File: config.mk
export PLATFORM = sky130hd
export DESIGN_NAME = linear_probe_hash_set_top
export DESIGN_NICKNAME = d
export VERILOG_FILES = /design/src/rtl/lphs_pkg.sv /design/src/rtl/linear_probe_hash_set_top.sv /design/src/rtl/lphs_ram.sv /design/src/rtl/lphs_mod.sv
export SDC_FILE = /design/constraint.sdc
export NUM_CORES = 1
export LEC_CHECK = 0
export BUFFER_PORTS_ARGS = -buffer_cell sky130_fd_sc_hd__buf_2
export CAP_MARGIN = 5
export CORE_ASPECT_RATIO = 0.7
export CORE_MARGIN = 4
export CORE_UTILIZATION = 56
export DETAILED_ROUTE_END_ITERATION = 12
export PLACE_DENSITY = 0.76
export SLEW_MARGIN = 15
export SYNTH_ARGS = -nofsm -noshare
export SYNTH_HDL_FRONTEND = slang
export SYNTH_HIERARCHICAL = 1
export SYNTH_SLANG_ARGS = --single-unit
File: constraint.sdc
create_clock -name i_clk -period 3.6 [get_ports i_clk]
set_input_delay 0.54 -clock i_clk [delete_from_list [all_inputs] [get_ports i_clk]]
set_output_delay 0.54 -clock i_clk [all_outputs]
set_load 0.01 [all_outputs]
File: src/rtl/lphs_pkg.sv
// Package for the linear probe hash set: widths, codes, types.
package lphs_pkg;

    localparam int SLOTS_DEF = 16;
    localparam int CFG_W     = 5;
    localparam int OP_W      = 2;
    localparam int KEY_W     = 8;
    localparam int HASH_W    = 16;
    localparam int STAT_W    = 3;
    localparam int IDX_W     = 4;
    localparam int TOT_W     = 5;
    localparam int MARK_W    = 2;

    localparam logic [CFG_W-1:0] CFG_RESET = CFG_W'(10);

    // remainder unit retires two dividend bits per cycle
    localparam int MOD_STEPS = HASH_W / 2;

    localparam logic [OP_W-1:0] OP_INSERT = 2'd0;
    localparam logic [OP_W-1:0] OP_DELETE = 2'd1;
    localparam logic [OP_W-1:0] OP_MEMBER = 2'd2;

    localparam logic [STAT_W-1:0] STAT_INSERTED   = 3'd0;
    localparam logic [STAT_W-1:0] STAT_PRESENT    = 3'd1;
    localparam logic [STAT_W-1:0] STAT_DELETED    = 3'd2;
    localparam logic [STAT_W-1:0] STAT_DEL_MISS   = 3'd3;
    localparam logic [STAT_W-1:0] STAT_MEMBER     = 3'd4;
    localparam logic [STAT_W-1:0] STAT_NOT_MEMBER = 3'd5;
    localparam logic [STAT_W-1:0] STAT_FULL       = 3'd6;
    localparam logic [STAT_W-1:0] STAT_IGNORED    = 3'd7;

    localparam logic [MARK_W-1:0] MARK_EMPTY   = 2'd0;
    localparam logic [MARK_W-1:0] MARK_LIVE    = 2'd1;
    localparam logic [MARK_W-1:0] MARK_DELETED = 2'd2;

    typedef enum logic [2:0] {
        S_IDLE,
        S_MOD,
        S_PROBE,
        S_FINISH,
        S_DONE
    } t_state;

    typedef struct packed {
        logic              start;
        logic [HASH_W-1:0] dividend;
        logic [CFG_W-1:0]  divisor;
    } t_mod_req;

    typedef struct packed {
        logic             done;
        logic [CFG_W-1:0] rem;
    } t_mod_res;

endpackage

File: src/rtl/linear_probe_hash_set_top.sv
// Top level of the linear probe hash set with tombstones.
// Hash set of byte keys held in one slot RAM ({mark, key} per slot) with a
// valid bit per slot, so reset leaves every slot empty at once. Each input
// beat carries opcode, key, the caller's hash and a hash-present flag; each
// one yields exactly one result beat with status, slot index and the live
// entry count. The active slot count n is the slot-count register clamped
// to 1..SLOTS. The block works on one beat at a time: it captures the beat,
// runs the remainder unit (hash mod n, two bits a cycle), then scans the slot
// RAM from the home slot, one read a cycle through the RAM's registered read
// port, over at most n slots, stopping early on a key hit; then comes a
// write-back state and a state that hands the result to the output register.
// Beats without a hash or with an unused opcode skip the remainder unit and
// the scan. The output register lets the next beat start while a result waits
// on o_out_valid.
// Write the slot-count register only while the block is idle.
module linear_probe_hash_set_top #(
    parameter int SLOTS = lphs_pkg::SLOTS_DEF
) (
    input  logic                          i_clk,
    input  logic                          i_rst_n,
    input  logic                          i_cfg_we,
    input  logic [lphs_pkg::CFG_W-1:0]    i_cfg_data,
    input  logic                          i_in_valid,
    output logic                          o_in_stall,
    input  logic [lphs_pkg::OP_W-1:0]     i_opcode,
    input  logic [lphs_pkg::KEY_W-1:0]    i_key,
    input  logic [lphs_pkg::HASH_W-1:0]   i_hash_value,
    input  logic                          i_hash_found,
    output logic                          o_out_valid,
    input  logic                          i_out_stall,
    output logic [lphs_pkg::STAT_W-1:0]   o_status,
    output logic [lphs_pkg::IDX_W-1:0]    o_slot_index,
    output logic [lphs_pkg::TOT_W-1:0]    o_entry_total
);

    localparam int IW = $clog2(SLOTS);
    localparam int NW = lphs_pkg::CFG_W;
    // slot counter wide enough for both the RAM index and the slot count
    localparam int SW = (IW > NW) ? IW : NW;
    localparam int MW = lphs_pkg::MARK_W + lphs_pkg::KEY_W;

    lphs_pkg::t_state r_state, n_state;

    // configuration
    logic [NW-1:0] r_cfg;
    logic [NW-1:0] n_act;

    // current beat
    logic [lphs_pkg::OP_W-1:0]  r_op;
    logic [lphs_pkg::KEY_W-1:0] r_key;
    logic [NW-1:0]              r_n;

    // probe bookkeeping
    logic [SW-1:0] r_s, n_s;              // next slot to read
    logic [NW-1:0] r_issued, n_issued;
    logic          r_chk_valid, n_chk_valid;
    logic [SW-1:0] r_chk_addr, n_chk_addr; // slot of data coming back
    logic [NW-1:0] r_checked, n_checked;
    logic          r_hit, n_hit;
    logic [SW-1:0] r_hit_addr, n_hit_addr;
    logic          r_free, n_free;
    logic [SW-1:0] r_free_addr, n_free_addr;

    logic [SLOTS-1:0] r_vld;
    logic [lphs_pkg::TOT_W-1:0] r_live, n_live;

    // finished result waiting for the output register
    logic [lphs_pkg::STAT_W-1:0] r_res_stat, n_res_stat;
    logic [lphs_pkg::IDX_W-1:0]  r_res_idx, n_res_idx;

    logic                        r_out_valid;
    logic [lphs_pkg::STAT_W-1:0] r_out_stat;
    logic [lphs_pkg::IDX_W-1:0]  r_out_idx;
    logic [lphs_pkg::TOT_W-1:0]  r_out_tot;

    // control
    logic in_accept, ignore, load_out, issue, probe_end;
    logic ram_we;
    logic [IW-1:0] ram_waddr, ram_raddr;
    logic [MW-1:0] ram_wdata, ram_rdata;
    logic [lphs_pkg::MARK_W-1:0] chk_mark;
    logic chk_match;
    logic [SW-1:0] s_wrap;

    lphs_pkg::t_mod_req mod_req;
    lphs_pkg::t_mod_res mod_res;

    lphs_mod u_mod (
        .i_clk   (i_clk),
        .i_rst_n (i_rst_n),
        .i_req   (mod_req),
        .o_res   (mod_res)
    );

    lphs_ram #(
        .WIDTH (MW),
        .DEPTH (SLOTS)
    ) u_slots (
        .i_clk   (i_clk),
        .i_we    (ram_we),
        .i_waddr (ram_waddr),
        .i_wdata (ram_wdata),
        .i_raddr (ram_raddr),
        .o_rdata (ram_rdata)
    );

    // clamp the slot count to 1..SLOTS
    always_comb begin
        if (r_cfg == '0) begin
            n_act = NW'(1);
        end else if (32'(r_cfg) > SLOTS) begin
            n_act = NW'(SLOTS);
        end else begin
            n_act = r_cfg;
        end
    end

    assign in_accept = i_in_valid && !o_in_stall;
    assign ignore    = !i_hash_found || (i_opcode != lphs_pkg::OP_INSERT &&
                       i_opcode != lphs_pkg::OP_DELETE && i_opcode != lphs_pkg::OP_MEMBER);
    assign load_out  = (r_state == lphs_pkg::S_DONE) && (!r_out_valid || !i_out_stall);

    // returning slot data; a never-written slot reads as empty
    assign chk_mark  = r_vld[r_chk_addr[IW-1:0]] ? ram_rdata[lphs_pkg::KEY_W +: lphs_pkg::MARK_W]
                                                 : lphs_pkg::MARK_EMPTY;
    assign chk_match = (chk_mark == lphs_pkg::MARK_LIVE) &&
                       (ram_rdata[lphs_pkg::KEY_W-1:0] == r_key);
    assign probe_end = r_chk_valid && (chk_match || (NW'(r_checked + 1'b1) == r_n));
    assign issue     = (r_state == lphs_pkg::S_PROBE) && (r_issued != r_n) && !probe_end;
    assign s_wrap    = (SW'(r_s + 1'b1) == SW'(r_n)) ? '0 : SW'(r_s + 1'b1);

    // next state
    always_comb begin
        n_state = r_state;
        unique case (r_state)
            lphs_pkg::S_IDLE: begin
                if (in_accept) begin
                    n_state = ignore ? lphs_pkg::S_DONE : lphs_pkg::S_MOD;
                end
            end
            lphs_pkg::S_MOD: begin
                if (mod_res.done) begin
                    n_state = lphs_pkg::S_PROBE;
                end
            end
            lphs_pkg::S_PROBE: begin
                if (probe_end) begin
                    n_state = lphs_pkg::S_FINISH;
                end
            end
            lphs_pkg::S_FINISH: n_state = lphs_pkg::S_DONE;
            lphs_pkg::S_DONE: begin
                if (load_out) begin
                    n_state = lphs_pkg::S_IDLE;
                end
            end
            default: n_state = lphs_pkg::S_IDLE;
        endcase
    end

    // state outputs: handshake, remainder start, RAM ports
    always_comb begin
        o_in_stall       = (r_state != lphs_pkg::S_IDLE);
        mod_req.start    = (r_state == lphs_pkg::S_IDLE) && in_accept && !ignore;
        mod_req.dividend = i_hash_value;
        mod_req.divisor  = n_act;
        ram_raddr        = r_s[IW-1:0];
        ram_we           = 1'b0;
        ram_waddr        = r_hit_addr[IW-1:0];
        ram_wdata        = {lphs_pkg::MARK_DELETED, r_key};
        if (r_state == lphs_pkg::S_FINISH) begin
            if (r_op == lphs_pkg::OP_INSERT) begin
                ram_we    = !r_hit && r_free;
                ram_waddr = r_free_addr[IW-1:0];
                ram_wdata = {lphs_pkg::MARK_LIVE, r_key};
            end else if (r_op == lphs_pkg::OP_DELETE) begin
                ram_we    = r_hit;
            end
        end
    end

    // datapath next values
    always_comb begin
        n_s         = r_s;
        n_issued    = r_issued;
        n_chk_valid = 1'b0;
        n_chk_addr  = r_s;
        n_checked   = r_checked;
        n_hit       = r_hit;
        n_hit_addr  = r_hit_addr;
        n_free      = r_free;
        n_free_addr = r_free_addr;
        n_live      = r_live;
        n_res_stat  = r_res_stat;
        n_res_idx   = r_res_idx;

        unique case (r_state)
            lphs_pkg::S_IDLE: begin
                n_res_stat = lphs_pkg::STAT_IGNORED;
                n_res_idx  = '0;
            end
            lphs_pkg::S_MOD: begin
                n_s       = SW'(mod_res.rem);
                n_issued  = '0;
                n_checked = '0;
                n_hit     = 1'b0;
                n_free    = 1'b0;
            end
            lphs_pkg::S_PROBE: begin
                if (issue) begin
                    n_s         = s_wrap;
                    n_issued    = NW'(r_issued + 1'b1);
                    n_chk_valid = 1'b1;
                end
                if (r_chk_valid) begin
                    n_checked = NW'(r_checked + 1'b1);
                    if (chk_match) begin
                        n_hit      = 1'b1;
                        n_hit_addr = r_chk_addr;
                    end
                    if (chk_mark != lphs_pkg::MARK_LIVE && !r_free) begin
                        n_free      = 1'b1;
                        n_free_addr = r_chk_addr;
                    end
                end
            end
            lphs_pkg::S_FINISH: begin
                n_res_idx = '0;
                priority if (r_op == lphs_pkg::OP_INSERT) begin
                    if (r_hit) begin
                        n_res_stat = lphs_pkg::STAT_PRESENT;
                        n_res_idx  = r_hit_addr[lphs_pkg::IDX_W-1:0];
                    end else if (r_free) begin
                        n_res_stat = lphs_pkg::STAT_INSERTED;
                        n_res_idx  = r_free_addr[lphs_pkg::IDX_W-1:0];
                        n_live     = lphs_pkg::TOT_W'(r_live + 1'b1);
                    end else begin
                        n_res_stat = lphs_pkg::STAT_FULL;
                    end
                end else if (r_op == lphs_pkg::OP_DELETE) begin
                    if (r_hit) begin
                        n_res_stat = lphs_pkg::STAT_DELETED;
                        n_res_idx  = r_hit_addr[lphs_pkg::IDX_W-1:0];
                        if (r_live != '0) begin
                            n_live = lphs_pkg::TOT_W'(r_live - 1'b1);
                        end
                    end else begin
                        n_res_stat = lphs_pkg::STAT_DEL_MISS;
                    end
                end else begin
                    n_res_stat = r_hit ? lphs_pkg::STAT_MEMBER : lphs_pkg::STAT_NOT_MEMBER;
                    if (r_hit) begin
                        n_res_idx = r_hit_addr[lphs_pkg::IDX_W-1:0];
                    end
                end
            end
            lphs_pkg::S_DONE: begin
            end
            default: begin
            end
        endcase
    end

    // control registers
    always_ff @(posedge i_clk) begin
        if (!i_rst_n) begin
            r_state     <= lphs_pkg::S_IDLE;
            r_cfg       <= lphs_pkg::CFG_RESET;
            r_vld       <= '0;
            r_live      <= '0;
            r_chk_valid <= 1'b0;
            r_out_valid <= 1'b0;
        end else begin
            r_state     <= n_state;
            r_live      <= n_live;
            r_chk_valid <= n_chk_valid;
            if (i_cfg_we) begin
                r_cfg <= i_cfg_data;
            end
            if (ram_we) begin
                r_vld[ram_waddr] <= 1'b1;
            end
            if (load_out) begin
                r_out_valid <= 1'b1;
            end else if (!i_out_stall) begin
                r_out_valid <= 1'b0;
            end
        end
    end

    // payload registers
    always_ff @(posedge i_clk) begin
        if (mod_req.start) begin
            r_op  <= i_opcode;
            r_key <= i_key;
            r_n   <= n_act;
        end
        r_s         <= n_s;
        r_issued    <= n_issued;
        r_chk_addr  <= n_chk_addr;
        r_checked   <= n_checked;
        r_hit       <= n_hit;
        r_hit_addr  <= n_hit_addr;
        r_free      <= n_free;
        r_free_addr <= n_free_addr;
        r_res_stat  <= n_res_stat;
        r_res_idx   <= n_res_idx;
        if (load_out) begin
            r_out_stat <= r_res_stat;
            r_out_idx  <= r_res_idx;
            r_out_tot  <= r_live;
        end
    end

    assign o_out_valid   = r_out_valid;
    assign o_status      = r_out_stat;
    assign o_slot_index  = r_out_idx;
    assign o_entry_total = r_out_tot;

    // a beat that needs probing always goes through the remainder unit
    a_start_mod: assert property (@(posedge i_clk) disable iff (!i_rst_n)
        (r_state == lphs_pkg::S_IDLE && in_accept && !ignore) |=> (r_state == lphs_pkg::S_MOD))
        else $error("probing beat did not start the remainder unit");

    // remainder result only arrives while waiting for it
    a_mod_done: assert property (@(posedge i_clk) disable iff (!i_rst_n)
        mod_res.done |-> (r_state == lphs_pkg::S_MOD))
        else $error("remainder done outside the remainder state");

    // live count only moves on write-back
    a_live_move: assert property (@(posedge i_clk) disable iff (!i_rst_n)
        !$stable(r_live) |-> ($past(r_state) == lphs_pkg::S_FINISH))
        else $error("live count changed outside write-back");

    // slot RAM is written only at write-back, and then to a probed slot
    a_write: assert property (@(posedge i_clk) disable iff (!i_rst_n)
        ram_we |-> (r_state == lphs_pkg::S_FINISH && SW'(ram_waddr) < SW'(r_n)))
        else $error("slot write outside write-back or beyond active slots");

endmodule

File: src/rtl/lphs_ram.sv
// Generic single-clock RAM, one write port, one registered read port.
module lphs_ram #(
    parameter int WIDTH = 8,
    parameter int DEPTH = 16
) (
    input  logic                     i_clk,
    input  logic                     i_we,
    input  logic [$clog2(DEPTH)-1:0] i_waddr,
    input  logic [WIDTH-1:0]         i_wdata,
    input  logic [$clog2(DEPTH)-1:0] i_raddr,
    output logic [WIDTH-1:0]         o_rdata
);

    logic [WIDTH-1:0] r_mem [DEPTH];
    logic [WIDTH-1:0] r_rdata;

    always_ff @(posedge i_clk) begin
        if (i_we) begin
            r_mem[i_waddr] <= i_wdata;
        end
        r_rdata <= r_mem[i_raddr];
    end

    assign o_rdata = r_rdata;

endmodule

File: src/rtl/lphs_mod.sv
// Iterative remainder unit: hash modulo slot count, two bits per cycle.
module lphs_mod (
    input  logic              i_clk,
    input  logic              i_rst_n,
    input  lphs_pkg::t_mod_req i_req,
    output lphs_pkg::t_mod_res o_res
);

    localparam int CW = (lphs_pkg::MOD_STEPS > 1) ? $clog2(lphs_pkg::MOD_STEPS) : 1;
    localparam int RW = lphs_pkg::CFG_W;

    logic                          r_busy;
    logic [CW-1:0]                 r_cnt;
    logic [lphs_pkg::HASH_W-1:0]   r_q;
    logic [RW-1:0]                 r_d;
    logic [RW-1:0]                 r_rem;

    logic [RW:0]   t1, t2, d_ext;
    logic [RW-1:0] rem1, rem2;
    logic          last;

    always_comb begin
        d_ext = {1'b0, r_d};
        t1    = {r_rem, r_q[lphs_pkg::HASH_W-1]};
        rem1  = (t1 >= d_ext) ? RW'(t1 - d_ext) : t1[RW-1:0];
        t2    = {rem1, r_q[lphs_pkg::HASH_W-2]};
        rem2  = (t2 >= d_ext) ? RW'(t2 - d_ext) : t2[RW-1:0];
    end

    assign last = (r_cnt == CW'(lphs_pkg::MOD_STEPS - 1));

    always_ff @(posedge i_clk) begin
        if (!i_rst_n) begin
            r_busy <= 1'b0;
            r_cnt  <= '0;
        end else if (i_req.start) begin
            r_busy <= 1'b1;
            r_cnt  <= '0;
        end else if (r_busy) begin
            r_cnt <= CW'(r_cnt + 1'b1);
            if (last) begin
                r_busy <= 1'b0;
            end
        end
    end

    always_ff @(posedge i_clk) begin
        if (i_req.start) begin
            r_q   <= i_req.dividend;
            r_d   <= i_req.divisor;
            r_rem <= '0;
        end else if (r_busy) begin
            r_q   <= {r_q[lphs_pkg::HASH_W-3:0], 2'b00};
            r_rem <= rem2;
        end
    end

    assign o_res.done = r_busy && last;
    assign o_res.rem  = rem2;

endmodule
==> results of run 1 <==
-- sequential cells by signal, indices dropped and copies added (netlist names), 5 cells and up --
name	cells
n_chk_addr	5
u_slots/o_rdata	10
u_mod/r_d	5
o_entry_total	5
u_mod/r_rem	5
r_vld	16
r_n	5
r_checked	5
r_live	5
u_slots/r_mem	160
r_issued	5
r_key	8
u_mod/r_q	16
r_cfg	5
-- stage by stage --
| stage | power (mW) | util, % | cell area [sq um] |
|---|---|---|---|
| floorplan | 5.32 | - | 12500 |
| global placement | 5.77 | 60.7 | 13300 |
| detailed placement | 5.80 | 60.7 | 13300 |
| CTS | 8.50 | 64.6 | 14100 |
| global route | 9.06 | 64.9 | 14200 |
| finish | 8.63 | 64.9 | 14200 |
-- cell usage in the layout (no fill, tap or decap), drive strengths merged, types with 24 or more instances in the layout --
| cell type | synthesis | routed |
|---|---|---|
| a22oi | 26 | 26 |
| buf | 19 | 91 |
| clkbuf | 13 | 38 |
| dfxtp | 54 | 54 |
| edfxtp | 240 | 240 |
| inv | 22 | 24 |
| mux4 | 42 | 42 |
| nand2 | 39 | 39 |
| nor2 | 61 | 61 |
| xnor2 | 26 | 26 |
-- critical path: stages, from the launching register on --
cell and delay, ns:
sky130_fd_sc_hd__edfxtp_1 0.40, sky130_fd_sc_hd__inv_2 0.07, sky130_fd_sc_hd__ha_1 0.23, sky130_fd_sc_hd__a21o_1 0.18
sky130_fd_sc_hd__a211o_1 0.33, sky130_fd_sc_hd__nor2_4 0.19, sky130_fd_sc_hd__mux2_2 0.35, sky130_fd_sc_hd__ha_1 0.21
sky130_fd_sc_hd__a21oi_2 0.14, sky130_fd_sc_hd__nor2b_1 0.07, sky130_fd_sc_hd__or3_4 0.46, sky130_fd_sc_hd__o311ai_4 0.30
sky130_fd_sc_hd__nand2_1 0.09, sky130_fd_sc_hd__nand2_1 0.06, sky130_fd_sc_hd__o21ai_1 0.07
-- worst min-delay path by stage --
| stage | cells past startpoint | slack [ns] | endpoint |
|---|---|---|---|
| after floorplan | 0 | 0.40 | o_slot_index[0]$_DFFE_PP_ |
| after global placement | 0 | 0.41 | o_slot_index[2]$_DFFE_PP_ |
| after detailed placement | 0 | 0.41 | o_slot_index[2]$_DFFE_PP_ |
| after CTS | 1 | 0.17 | r_key[1]$_DFFE_PP_ |
| after global routing | 1 | 0.17 | r_key[3]$_DFFE_PP_ |
| final | 1 | 0.19 | r_key[2]$_DFFE_PP_ |
-- per-layer routing --
metal | vias to the layer above | track usage (%) | share of wire, %
li1 | 3316 | - | -
met1 | 3452 | 31.0 | 47
met2 | 258 | 28.5 | 44
met3 | 27 | 3.33 | 7.0
met5 | - | 0 | 0
met4 | 0 | 3.61 | 1.4
-- power breakdown --
part	internal (mW)	switching, mW	total (mW)
sequential	3.86	0.136	4.00
combinational	0.894	1.06	1.95
clock	1.51	1.18	2.68
-- area by class of cell --
cell class,instances,area (sq um),share of cell area (%)
clock buffers,38,737,5.19
clock inverters,10,90.1,0.635
inverters,22,82.6,0.582
multi-input cells,462,4080,28.7
flip-flops and latches,294,8290,58.4
well taps,282,353,2.49
repair buffers,91,562,3.96
-- cells by family (layout without fill, tap and decap cells) --
logic type | Yosys count | after routing
buf+inv | 54 | 161
flops | 294 | 294
simple gates | 199 | 199
xor+xnor | 41 | 41
compound gates | 124 | 124
mux | 75 | 75
fa+ha+maj | 23 | 23
-- synth_stat cells, types with 4 or more instances --
master / count
sky130_fd_sc_hd__edfxtp_1: 240
sky130_fd_sc_hd__nor2_1: 60
sky130_fd_sc_hd__dfxtp_1: 54
sky130_fd_sc_hd__nand2_1: 38
sky130_fd_sc_hd__mux4_2: 30
sky130_fd_sc_hd__a22oi_1: 26
sky130_fd_sc_hd__xnor2_1: 26
sky130_fd_sc_hd__ha_1: 20
sky130_fd_sc_hd__inv_1: 20
sky130_fd_sc_hd__nor2b_1: 20
sky130_fd_sc_hd__o21a_1: 20
sky130_fd_sc_hd__mux2i_1: 17
sky130_fd_sc_hd__mux2_2: 16
sky130_fd_sc_hd__nand3_1: 15
sky130_fd_sc_hd__xor2_1: 14
sky130_fd_sc_hd__a21oi_1: 13
sky130_fd_sc_hd__clkbuf_1: 12
sky130_fd_sc_hd__mux4_1: 12
sky130_fd_sc_hd__nor3_1: 11
sky130_fd_sc_hd__and2_1: 8
sky130_fd_sc_hd__o21ai_0: 8
sky130_fd_sc_hd__o21ai_1: 8
sky130_fd_sc_hd__buf_2: 7
sky130_fd_sc_hd__nand2b_1: 7
sky130_fd_sc_hd__a211oi_1: 6
sky130_fd_sc_hd__a31oi_1: 6
sky130_fd_sc_hd__buf_1: 6
sky130_fd_sc_hd__a21o_1: 5
sky130_fd_sc_hd__nand3b_1: 5
sky130_fd_sc_hd__or3_1: 5
sky130_fd_sc_hd__a21boi_0: 4
sky130_fd_sc_hd__nand4_1: 4
sky130_fd_sc_hd__o31ai_1: 4
-- what timing repair did --
action / 4_1_cts / 5_1_grt
pin swaps: 0 / 7
gates resized for setup: 2 / 15
setup buffers: 0 / 2
endpoints found under the setup margin: 4 / 5
==> parameters.txt, run 1 <==
Parameter                              Value

Outcome
  Result of the run    finished, final reports clean

Synthesis
  Ranking of synthesized cells by area    sky130_fd_sc_hd__edfxtp_1, sky130_fd_sc_hd__dfxtp_1, sky130_fd_sc_hd__mux4_2, sky130_fd_sc_hd__mux4_1, sky130_fd_sc_hd__ha_1
  Simple-gate area share of the yosys netlist    8.18%
  Cell area after synthesis    12500 sq um
  Async set-reset flop share out of synthesis    0%
  Post-synthesis cell count    810
  Post-synthesis cell type with the largest combined area    sky130_fd_sc_hd__edfxtp_1
  EDFF count, synth    240
  Predominant post-synthesis flop cell    sky130_fd_sc_hd__edfxtp_1
  Dominant combinational cell family by area after synthesis    multiplexers
  Mapped Nets    870
  Post-synthesis sequential element count    294
  Avg Synthesized Cell Area    15.5 sq um
  Yosys warning count    6
  Compound-gate portion of the synthesized area    7.47%
  Xor and xnor fraction of the mapped netlist area    2.97%
  Synth unique cells    76
  Share of the yosys chip area belonging to registers    66.1%
  Portion of synthesized cell area occupied by the leading cell type    57.5%
  Synth Area in Adders    2.48%
  Share of synthesized area spent on multiplexers    10.7%

Timing
  Headroom to the max-slew limit    36.4%
  Transition at the pin with the smallest max-transition slack    0.953 ns
  Worst hold-check slack    0.187 ns
  Time the final worst path needs with I/O delays and setup    3.42 ns
  Final hold violations    0
  Slew Limit Fails    0
  Setup ws final    0.183 ns
  Share of the clock period used by the worst path after layout    94.9%
  Final clock skew    0.0143 ns
  Highest achievable clock rate    293 MHz
  Fin Setup TNS    0 ns
  Final Setup Violations    0

Final layout
  Ratio of cells with drive above 1 in the final layout    23.2%
  Number of fillers in the final layout    1550
  Area growth from synthesis to layout    13.2%
  Antenna diode count    0
  Post-layout net count    958
  Cell Count, Final, Fillers Out    1199

Hold path
  Class of the tightest hold or removal check    in -> reg
  Startpoint of the tightest hold check path    i_key[2]

CTS
  Root buffer cell    sky130_fd_sc_hd__clkbuf_16
  Hold buffers post-CTS    0
  Clk Latency, worst-skew pair    0.52 ns
  Max Root-Sink Buffers    3
  TritonCTS clock tree    built
  Clock-pin transition on the worst setup and hold timing paths    0.06 ns
  TritonCTS buffer count    27
  Clk sinks    294
  H-Tree Depth    1

Setup path
  Critical Path AT    3.67 ns
  Critical Path Source Type    flip-flop
  Critical Path Source    u_mod/r_d[3]$_DFFE_PP_
  Type of the worst setup path    reg -> reg
  Minimum setup slack among reg-to-reg paths    0.18 ns
  Worst setup path endpoint    n_chk_addr[3]$_DFFE_PP_
  R2R depth    14
  Kind of end point of the critical path    flip-flop
  Required arrival time at the worst endpoint    3.86 ns
  Worst Path Max Fanout    6
  Reg-to-reg startpoint    u_mod/r_d[3]$_DFFE_PP_
  Capturing point of the worst reg2reg path    n_chk_addr[3]$_DFFE_PP_

Route
  Antenna-violating nets left    0
  Post-route DRC violation count    0
  Via Count    7053
  WL/cell    20.0 um
  Wirelength, routed    23900 um
  Number of vias per cell after detailed routing    5.88
  Starting DRC count in detailed routing    761
  First-pass DRT Iterations    5

Placed design
  Final weighted congestion in routability-driven placement    0.891
  Number of cells after detailed placement    1149
  Worst Setup Slack post-DPL    -0.0844 ns
  Number of buffers inserted by port buffering    50
  Sum of net half-perimeters after detailed placement    15600 um

Pwr
  Worst VDD drop    0.424 mV
  Pleak    5.11 nW
  Power Density    608 nW/um^2

Floorplanning
  Starting density of the core    57.4%
  Floorplan core area    21800 sq um
  Number of top-level pins    51
  Die Span Y    133 um
  Die outline area    24900 sq um
  Width of the die    187 um
  Number of rows created at floorplan    45

GRT
  Initial antenna violation count    0
  GR Util All Layers    19.4%
  First-pass GRT wire length    38400 um
  Via count of the first global-routing pass    6865
  Global route overflow    0
  Maximum number of pins on one net before global-route repair    43

Run
  # Max-Cap Violations    0
Note: power is estimated with default switching activity, not from simulation.
==> inputs of run 2 (changes only) <==
--- a/config.mk
+++ b/config.mk
@@ -11,7 +11,7 @@
 export CORE_MARGIN = 4
 export CORE_UTILIZATION = 56
 export DETAILED_ROUTE_END_ITERATION = 12
-export PLACE_DENSITY = 0.76
+export PLACE_DENSITY = 0.86
 export SLEW_MARGIN = 15
 export SYNTH_ARGS = -nofsm -noshare
 export SYNTH_HDL_FRONTEND = slang
==> constraint.sdc (replaced) <==
create_clock -name i_clk -period 3.07 [get_ports i_clk]
set_input_delay 0.4605 -clock i_clk [delete_from_list [all_inputs] [get_ports i_clk]]
set_output_delay 0.4605 -clock i_clk [all_outputs]
set_load 0.01 [all_outputs]
==> run 2 against run 1 <==
  * The run now ends with negative setup slack left
  * Via count up 6.0%
  * Clock-buffer cell count down 3
  * Sequential power up 17%
  * Power up 30%
  * Sequential share of layout area down 2.0 points
  * Hold slack worse by 0.11 ns
  * Non-clock buffer count up 35
  * Sequential cell count unchanged
  * Die area unchanged
  * Routed wire length up 11%
  * Final area up 3.5%
  * Utilization up 2.3 points
  * Largest power group unchanged
==> parameters.txt, run 2 (synthesis results as in run 1) <==
Parameter                              Value

Outcome
  Result of the run    complete, but fails checks (was finished, final reports clean)
  Violated checks    negative setup slack

Setup path
  Cell type of the slowest stage on the worst timing path    sky130_fd_sc_hd__or3_4 (unchanged)
  Critical Path AT    3.77 ns (was 3.67 ns)
  Most frequent cell on the critical path    sky130_fd_sc_hd__nor2_4
  R2R depth    15 (was 14)
  Required arrival time at the worst endpoint    3.35 ns (was 3.86 ns)
  Delay of the slowest cell on the worst path    0.44 ns (was 0.46 ns)
  Minimum setup slack among reg-to-reg paths    -0.41 ns (was 0.18 ns)
  Critical Path Source Type    flip-flop (unchanged)
  Crit path cell chain    inv_2, ha_4, a21o_1, a211o_4, nor2_4, a21boi_4, fa_2, a21oi_2, nor2_4, or3_4, buf_6, a211oi_4, nor2_1, nand2_1, o21ai_2 (was inv_2, ha_1, a21o_1, a211o_1, nor2_4, mux2_2, ha_1, a21oi_2, nor2b_1, or3_4, o311ai_4, nand2_1, nand2_1, o21ai_1)
  Kind of end point of the critical path    flip-flop (unchanged)
  Capturing point of the worst reg2reg path    n_chk_addr[1]$_DFFE_PP_ (was n_chk_addr[3]$_DFFE_PP_)
  Worst Path Max Fanout    6 (unchanged)
  Dominant delay contributor by cell family on the critical path    compound AO/OA/AOI/OAI gates (unchanged)
  Buf+Inv Stages, Crit Path    2 (was 1)
  Reg-to-reg startpoint    u_mod/r_d[3]$_DFFE_PP_ (unchanged)
  Type of the worst setup path    reg -> reg (unchanged)

Final layout
  Antenna diode count    0 (unchanged)
  Ratio of cells with drive above 1 in the final layout    28.2% (was 23.2%)
  Number of flip-flops under the largest register name    160 (unchanged)
  Post-layout net count    993 (was 958)
  Area growth from synthesis to layout    17.2% (was 13.2%)
  Leading cell type in the layout, fill and taps excluded    sky130_fd_sc_hd__edfxtp_1 (unchanged)
  Sequential cell area    8290 sq um (unchanged)
  Register containing the most flip-flops in the final layout    u_slots/r_mem (unchanged)
  Post-layout util    67.2% (was 64.9%)
  Number of fillers in the final layout    1470 (was 1550)
  Cell Count, Final, Fillers Out    1236 (was 1199)
  Most frequent cells in the layout    sky130_fd_sc_hd__edfxtp_1, sky130_fd_sc_hd__buf_4, sky130_fd_sc_hd__nor2_1, sky130_fd_sc_hd__dfxtp_1, sky130_fd_sc_hd__buf_2 (was sky130_fd_sc_hd__edfxtp_1, sky130_fd_sc_hd__nor2_1, sky130_fd_sc_hd__dfxtp_1, sky130_fd_sc_hd__buf_2, sky130_fd_sc_hd__buf_4)
  Regs by FF count    u_slots/r_mem x160, r_vld x16, u_mod/r_q x16 (unchanged)
  Area of the multi-input gates    4230 sq um (was 4080 sq um)

Floorplanning
  Width of the die    187 um (unchanged)
  Die Span Y    133 um (unchanged)
  Die outline area    24900 sq um (unchanged)
  Floorplan core area    21800 sq um (unchanged)
  Number of top-level pins    51 (unchanged)
  Starting density of the core    57.4% (unchanged)
  Number of rows created at floorplan    45 (unchanged)

Timing
  Worst hold-check slack    0.0795 ns (was 0.187 ns)
  Transition at the pin with the smallest max-transition slack    1.05 ns (was 0.953 ns)
  Slew Limit Fails    0 (unchanged)
  Final clock skew    0.0226 ns (was 0.0143 ns)
  Final Setup Violations    10 (was 0)
  Headroom to the max-slew limit    29.4% (was 36.4%)
  Share of the clock period used by the worst path after layout    113% (was 94.9%)
  Final hold violations    0 (unchanged)
  Setup ws final    -0.414 ns (was 0.183 ns)
  Highest achievable clock rate    287 MHz (was 293 MHz)
  Setup repair after global routing missed its margin    true
  Time the final worst path needs with I/O delays and setup    3.48 ns (was 3.42 ns)

GRT
  Maximum number of pins on one net before global-route repair    39 (was 43)
  First-pass GRT wire length    41900 um (was 38400 um)
  Global route overflow    0 (unchanged)
  GR Util All Layers    21.2% (was 19.4%)
  Via count of the first global-routing pass    7469 (was 6865)
  Initial antenna violation count    0 (unchanged)

Pwr
  Power Density    761 nW/um^2 (was 608 nW/um^2)
  Pleak    5.35 nW (was 5.11 nW)
  Overall power of the completed layout    11.2 mW (was 8.63 mW)
  Worst VDD drop    0.533 mV (was 0.424 mV)

CTS
  Root buffer cell    sky130_fd_sc_hd__clkbuf_16 (unchanged)
  Clock-pin transition on the worst setup and hold timing paths    0.06 ns (about the same)
  TritonCTS buffer count    27 (unchanged)
  Clk sinks    294 (unchanged)
  TritonCTS clock tree    built (unchanged)
  Clk Latency, worst-skew pair    0.55 ns (was 0.52 ns)
  Hold buffers post-CTS    0 (unchanged)
  H-Tree Depth    1 (unchanged)
  Max Root-Sink Buffers    3 (unchanged)

Hold path
  Hold-critical path endpoint    r_key[7]$_DFFE_PP_ (was r_key[2]$_DFFE_PP_)
  Class of the tightest hold or removal check    in -> reg (unchanged)
  Worst hold path depth    1 (unchanged)
  Startpoint of the tightest hold check path    i_key[7] (was i_key[2])

Route
  Starting DRC count in detailed routing    773 (was 761)
  Antenna-violating nets left    0 (unchanged)
  WL/cell    21.6 um (was 20.0 um)
  Wirelength, routed    26700 um (was 23900 um)
  Number of vias per cell after detailed routing    6.05 (was 5.88)
  First-pass DRT Iterations    7 (was 5)
  Post-route DRC violation count    0 (unchanged)
  Via Count    7474 (was 7053)

Placed design
  Sum of net half-perimeters after detailed placement    17400 um (was 15600 um)
  Final weighted congestion in routability-driven placement    0.906 (was 0.891)
  Number of cells after detailed placement    1183 (was 1149)
  Number of buffers inserted by port buffering    50 (unchanged)

Run
  # Max-Cap Violations    0 (unchanged)
-- run 2: area by class of cell --
class	count	area share, %
Timing Repair Buffer	126	5.70
Sequential cell	294	56.4
Inverter	22	0.562
Clock buffer	35	4.94
Multi-Input combinational cell	462	28.8
Tap cell	282	2.40
Clock inverter	15	1.14
-- run 2: routing by layer --
metal  wire, um  GRT usage (%)  share of wire (%)
met5          0              0                  0
met4        477           4.35                1.8
met2      12500           33.7                 47
met1      11400           31.3                 43
met3       2270           3.95                8.5
-- run 2: how the worst max path moves through the flow --
stage | start | to | slack [ns] | depth (start not counted)
2_1_floorplan | u_mod/r_d[3]$_DFFE_PP_ | n_chk_addr[3]$_DFFE_PP_ | -0.19 | 15
3_3_place_gp | u_mod/r_d[3]$_DFFE_PP_ | n_chk_addr[4]$_DFFE_PP_ | -0.31 | 14
3_5_place_dp | u_mod/r_d[3]$_DFFE_PP_ | n_chk_addr[1]$_DFFE_PP_ | -0.47 | 14
4_1_cts | u_mod/r_q[15]$_DFFE_PP_ | u_mod/r_rem[3]$_SDFFE_PP0P_ | -0.24 | 14
5_1_grt | u_mod/r_q[15]$_DFFE_PP_ | n_chk_addr[1]$_DFFE_PP_ | -0.53 | 17
6_report | u_mod/r_d[3]$_DFFE_PP_ | n_chk_addr[1]$_DFFE_PP_ | -0.41 | 15
-- run 2: through the flow --
| step | instance area (sq um) | TNS (ns) | setup WS (ns) |
|---|---|---|---|
| 5_1_grt | 14700 | -3.80 | -0.535 |
| 3_5_place_dp | 13600 | -3.66 | -0.473 |
| 4_1_cts | 14600 | -1.33 | -0.237 |
| 6_report | 14700 | -2.40 | -0.414 |
| 2_1_floorplan | 12600 | -0.997 | -0.192 |
| 3_3_place_gp | 13600 | -2.32 | -0.310 |
-- run 2: power breakdown --
group,internal (mW),switching [mW]
Clock,1.93,1.45
Sequential,4.53,0.154
Combinational,1.51,1.60
-- run 2: repair_timing --
item	in CTS	in global routing
buffers inserted	0	4
gates resized for setup	11	17
endpoints found under the setup margin	10	10
pin swaps	7	13
==> inputs of run 3 (changes only) <==
--- a/config.mk
+++ b/config.mk
@@ -5,13 +5,13 @@
 export SDC_FILE = /design/constraint.sdc
 export NUM_CORES = 1
 export LEC_CHECK = 0
-export BUFFER_PORTS_ARGS = -buffer_cell sky130_fd_sc_hd__buf_2
 export CAP_MARGIN = 5
 export CORE_ASPECT_RATIO = 0.7
 export CORE_MARGIN = 4
-export CORE_UTILIZATION = 56
+export CORE_UTILIZATION = 57
 export DETAILED_ROUTE_END_ITERATION = 12
-export PLACE_DENSITY = 0.86
+export DONT_BUFFER_PORTS = 1
+export PLACE_DENSITY = 0.85
 export SLEW_MARGIN = 15
 export SYNTH_ARGS = -nofsm -noshare
 export SYNTH_HDL_FRONTEND = slang
==> run 3 against run 2 <==
  * The run still ends with negative setup slack left
  * First-iteration DRC count down 4.3%
  * Register-to-register slack better by 0.04 ns
  * Critical path type unchanged
  * Fmax up 1.1%
  * Final area down 1.6%
  * Non-clock buffer count shrank 43
  * Routed wire length shrank 2.0%
  * Die area fell by 1.7%
==> parameters.txt, run 3 (synthesis results as in run 1) <==
Parameter                              Value

Outcome
  Result of the run    complete, but fails checks (unchanged)
  Violated checks    negative setup slack (unchanged)

Final layout
  Post-layout util    66.8% (was 67.2%)
  Antenna diode count    0 (unchanged)
  Area growth from synthesis to layout    15.3% (was 17.2%)
  Regs by FF count    u_slots/r_mem x160, r_vld x16, u_mod/r_q x16 (unchanged)
  Cell Count, Final, Fillers Out    1191 (was 1236)
  Number of fillers in the final layout    1431 (was 1470)
  Number of flip-flops under the largest register name    160 (unchanged)
  Leading cell type in the layout, fill and taps excluded    sky130_fd_sc_hd__edfxtp_1 (unchanged)
  Most frequent cells in the layout    sky130_fd_sc_hd__edfxtp_1, sky130_fd_sc_hd__buf_4, sky130_fd_sc_hd__nor2_1, sky130_fd_sc_hd__dfxtp_1, sky130_fd_sc_hd__nand2_1 (was sky130_fd_sc_hd__edfxtp_1, sky130_fd_sc_hd__buf_4, sky130_fd_sc_hd__nor2_1, sky130_fd_sc_hd__dfxtp_1, sky130_fd_sc_hd__buf_2)
  Post-layout net count    949 (was 993)
  Final design instance area without fill    14400 sq um (was 14700 sq um)
  Ratio of cells with drive above 1 in the final layout    23.3% (was 28.2%)
  Register containing the most flip-flops in the final layout    u_slots/r_mem (unchanged)

Route
  Via Count    7316 (was 7474)
  Wirelength, routed    26100 um (was 26700 um)
  Antenna-violating nets left    0 (unchanged)
  First-pass DRT Iterations    4 (was 7)
  Post-route DRC violation count    0 (unchanged)
  WL/cell    21.9 um (was 21.6 um)
  Number of vias per cell after detailed routing    6.14 (was 6.05)
  Starting DRC count in detailed routing    740 (was 773)

Timing
  Final Setup Violations    10 (unchanged)
  Slew Limit Fails    0 (unchanged)
  Headroom to the max-slew limit    35.3% (was 29.4%)
  Final hold violations    0 (unchanged)
  Highest achievable clock rate    290 MHz (was 287 MHz)
  Setup repair after global routing missed its margin    true (unchanged)
  Time the final worst path needs with I/O delays and setup    3.45 ns (was 3.48 ns)
  Setup ws final    -0.376 ns (was -0.414 ns)
  Transition at the pin with the smallest max-transition slack    0.965 ns (was 1.05 ns)
  Final clock skew    0.0300 ns (was 0.0226 ns)
  Share of the clock period used by the worst path after layout    112% (was 113%)
  Fin Setup TNS    -2.52 ns (was -2.40 ns)

Setup path
  Worst setup path endpoint    u_mod/r_rem[3]$_SDFFE_PP0P_ (was n_chk_addr[1]$_DFFE_PP_)
  Critical Path Source Type    flip-flop (unchanged)
  Type of the worst setup path    reg -> reg (unchanged)
  R2R depth    12 (was 15)
  Kind of end point of the critical path    flip-flop (unchanged)
  Reg-to-reg startpoint    u_mod/r_d[3]$_DFFE_PP_ (unchanged)
  Minimum setup slack among reg-to-reg paths    -0.38 ns (was -0.41 ns)
  Capturing point of the worst reg2reg path    u_mod/r_rem[3]$_SDFFE_PP0P_ (was n_chk_addr[1]$_DFFE_PP_)
  Required arrival time at the worst endpoint    3.54 ns (was 3.35 ns)
  Critical Path AT    3.91 ns (was 3.77 ns)
  Critical Path Source    u_mod/r_d[3]$_DFFE_PP_ (unchanged)
  Worst Path Max Fanout    6 (unchanged)

CTS
  Clk Latency, worst-skew pair    0.56 ns (was 0.55 ns)
  Clk sinks    294 (unchanged)
  Clock-pin transition on the worst setup and hold timing paths    0.07 ns (was 0.06 ns)
  TritonCTS buffer count    26 (was 27)
  TritonCTS clock tree    built (unchanged)
  Root buffer cell    sky130_fd_sc_hd__clkbuf_16 (unchanged)
  H-Tree Depth    1 (unchanged)
  Max Root-Sink Buffers    3 (unchanged)

Floorplanning
  Starting density of the core    58.0% (was 57.4%)
  Die outline area    24500 sq um (was 24900 sq um)
  Width of the die    185 um (was 187 um)
  Number of top-level pins    51 (unchanged)
  Number of rows created at floorplan    45 (unchanged)
  Floorplan core area    21600 sq um (was 21800 sq um)
  Die Span Y    132 um (was 133 um)

Placed design
  Number of cells after detailed placement    1123 (was 1183)
  Placed cell areas    13300 sq um (was 13600 sq um)
  Final weighted congestion in routability-driven placement    0.942 (was 0.906)
  Sum of net half-perimeters after detailed placement    17100 um (was 17400 um)
  Number of buffers inserted by port buffering    0 (was 50)

GRT
  Initial antenna violation count    0 (unchanged)
  Maximum number of pins on one net before global-route repair    45 (was 39)
  GR Util All Layers    21.2% (about the same)
  Global route overflow    0 (unchanged)
  Via count of the first global-routing pass    7090 (was 7469)
  First-pass GRT wire length    40800 um (was 41900 um)

Pwr
  Pleak    5.15 nW (was 5.35 nW)
  Power Density    768 nW/um^2 (was 761 nW/um^2)
  Worst VDD drop    0.624 mV (was 0.533 mV)
  Overall power of the completed layout    11.1 mW (was 11.2 mW)

Hold path
  Class of the tightest hold or removal check    in -> reg (unchanged)

Run
  # Max-Cap Violations    0 (unchanged)
[run 3: changes by cell type in the layout (fill, tap and decap cells not counted), sizes merged]
cell and delta:
clkbuf -2, buf -52, dlygate4sd3 +9, clkinvlp +1, bufinv -1, clkinv +1, inv -1
[run 3: metal layers]
layer,global-route usage [%],vias to the layer above,wire [um]
met5,0,-,0
met3,4.30,45,2010
met1,32.3,3665,11400
met2,32.1,322,12100
li1,-,3284,-
met4,4.65,0,627
[run 3: repair_timing]
action,4_1_cts,5_1_grt
buffers inserted,2,9
pin swaps,4,17
hold buffers,9,0
resized for setup,7,22
setup endpoints to repair,10,10
hold endpoints to repair,10,0
[run 3: report_power, final]
group          internal [mW]  switching, mW  leakage (nW)  total, mW
sequential              4.53          0.165          2.70       4.69
clock                   1.75           1.42         0.402       3.17
combinational           1.62           1.61          2.05       3.23
total                   7.89           3.20          5.15       11.1
[run 3: final cells by class]
cell class	instances	area [sq um]	area share, %
Clock inverter	15	151	1.05
Multi-Input combinational cell	462	4220	29.2
Sequential cell	294	8290	57.4
Tap cell	282	353	2.44
Inverter	22	82.6	0.572
Timing Repair Buffer	83	673	4.66
Clock buffer	33	677	4.69
[run 3: how the worst min path moves through the flow]
stage / end / slack (ns) / from / cells past startpoint
after global routing: r_op[0]$_DFFE_PP_ / 0.005 / i_opcode[0] / 0
final: r_op[0]$_DFFE_PP_ / 0.02 / i_opcode[0] / 0
after detailed placement: o_status[1]$_DFFE_PP_ / 0.40 / r_res_stat[1]$_SDFFCE_PN1P_ / 0
after global placement: o_slot_index[2]$_DFFE_PP_ / 0.40 / r_res_idx[2]$_SDFFCE_PN0P_ / 0
after floorplan: o_slot_index[0]$_DFFE_PP_ / 0.40 / r_res_idx[0]$_SDFFCE_PN0P_ / 0
after CTS: r_op[0]$_DFFE_PP_ / 0.002 / i_opcode[0] / 0
[run 3: critical path, cell delays in order (launching register included)]
cell,delay [ns]
sky130_fd_sc_hd__edfxtp_1,0.38
sky130_fd_sc_hd__inv_2,0.08
sky130_fd_sc_hd__ha_4,0.19
sky130_fd_sc_hd__a21o_1,0.19
sky130_fd_sc_hd__a211o_4,0.39
sky130_fd_sc_hd__nor2_4,0.20
sky130_fd_sc_hd__mux2_4,0.34
sky130_fd_sc_hd__ha_4,0.18
sky130_fd_sc_hd__a21oi_4,0.17
sky130_fd_sc_hd__nor2b_4,0.06
sky130_fd_sc_hd__or3_4,0.47
sky130_fd_sc_hd__a2111o_1,0.41
sky130_fd_sc_hd__a311oi_2,0.27
[run 3: stage by stage]
stage,hold slack (ns),setup WS (ns)
6_report,0.0215,-0.376
4_1_cts,0.00186,-0.262
3_3_place_gp,0.403,-0.312
3_5_place_dp,0.405,-0.433
2_1_floorplan,0.400,-0.192
5_1_grt,0.00505,-0.470
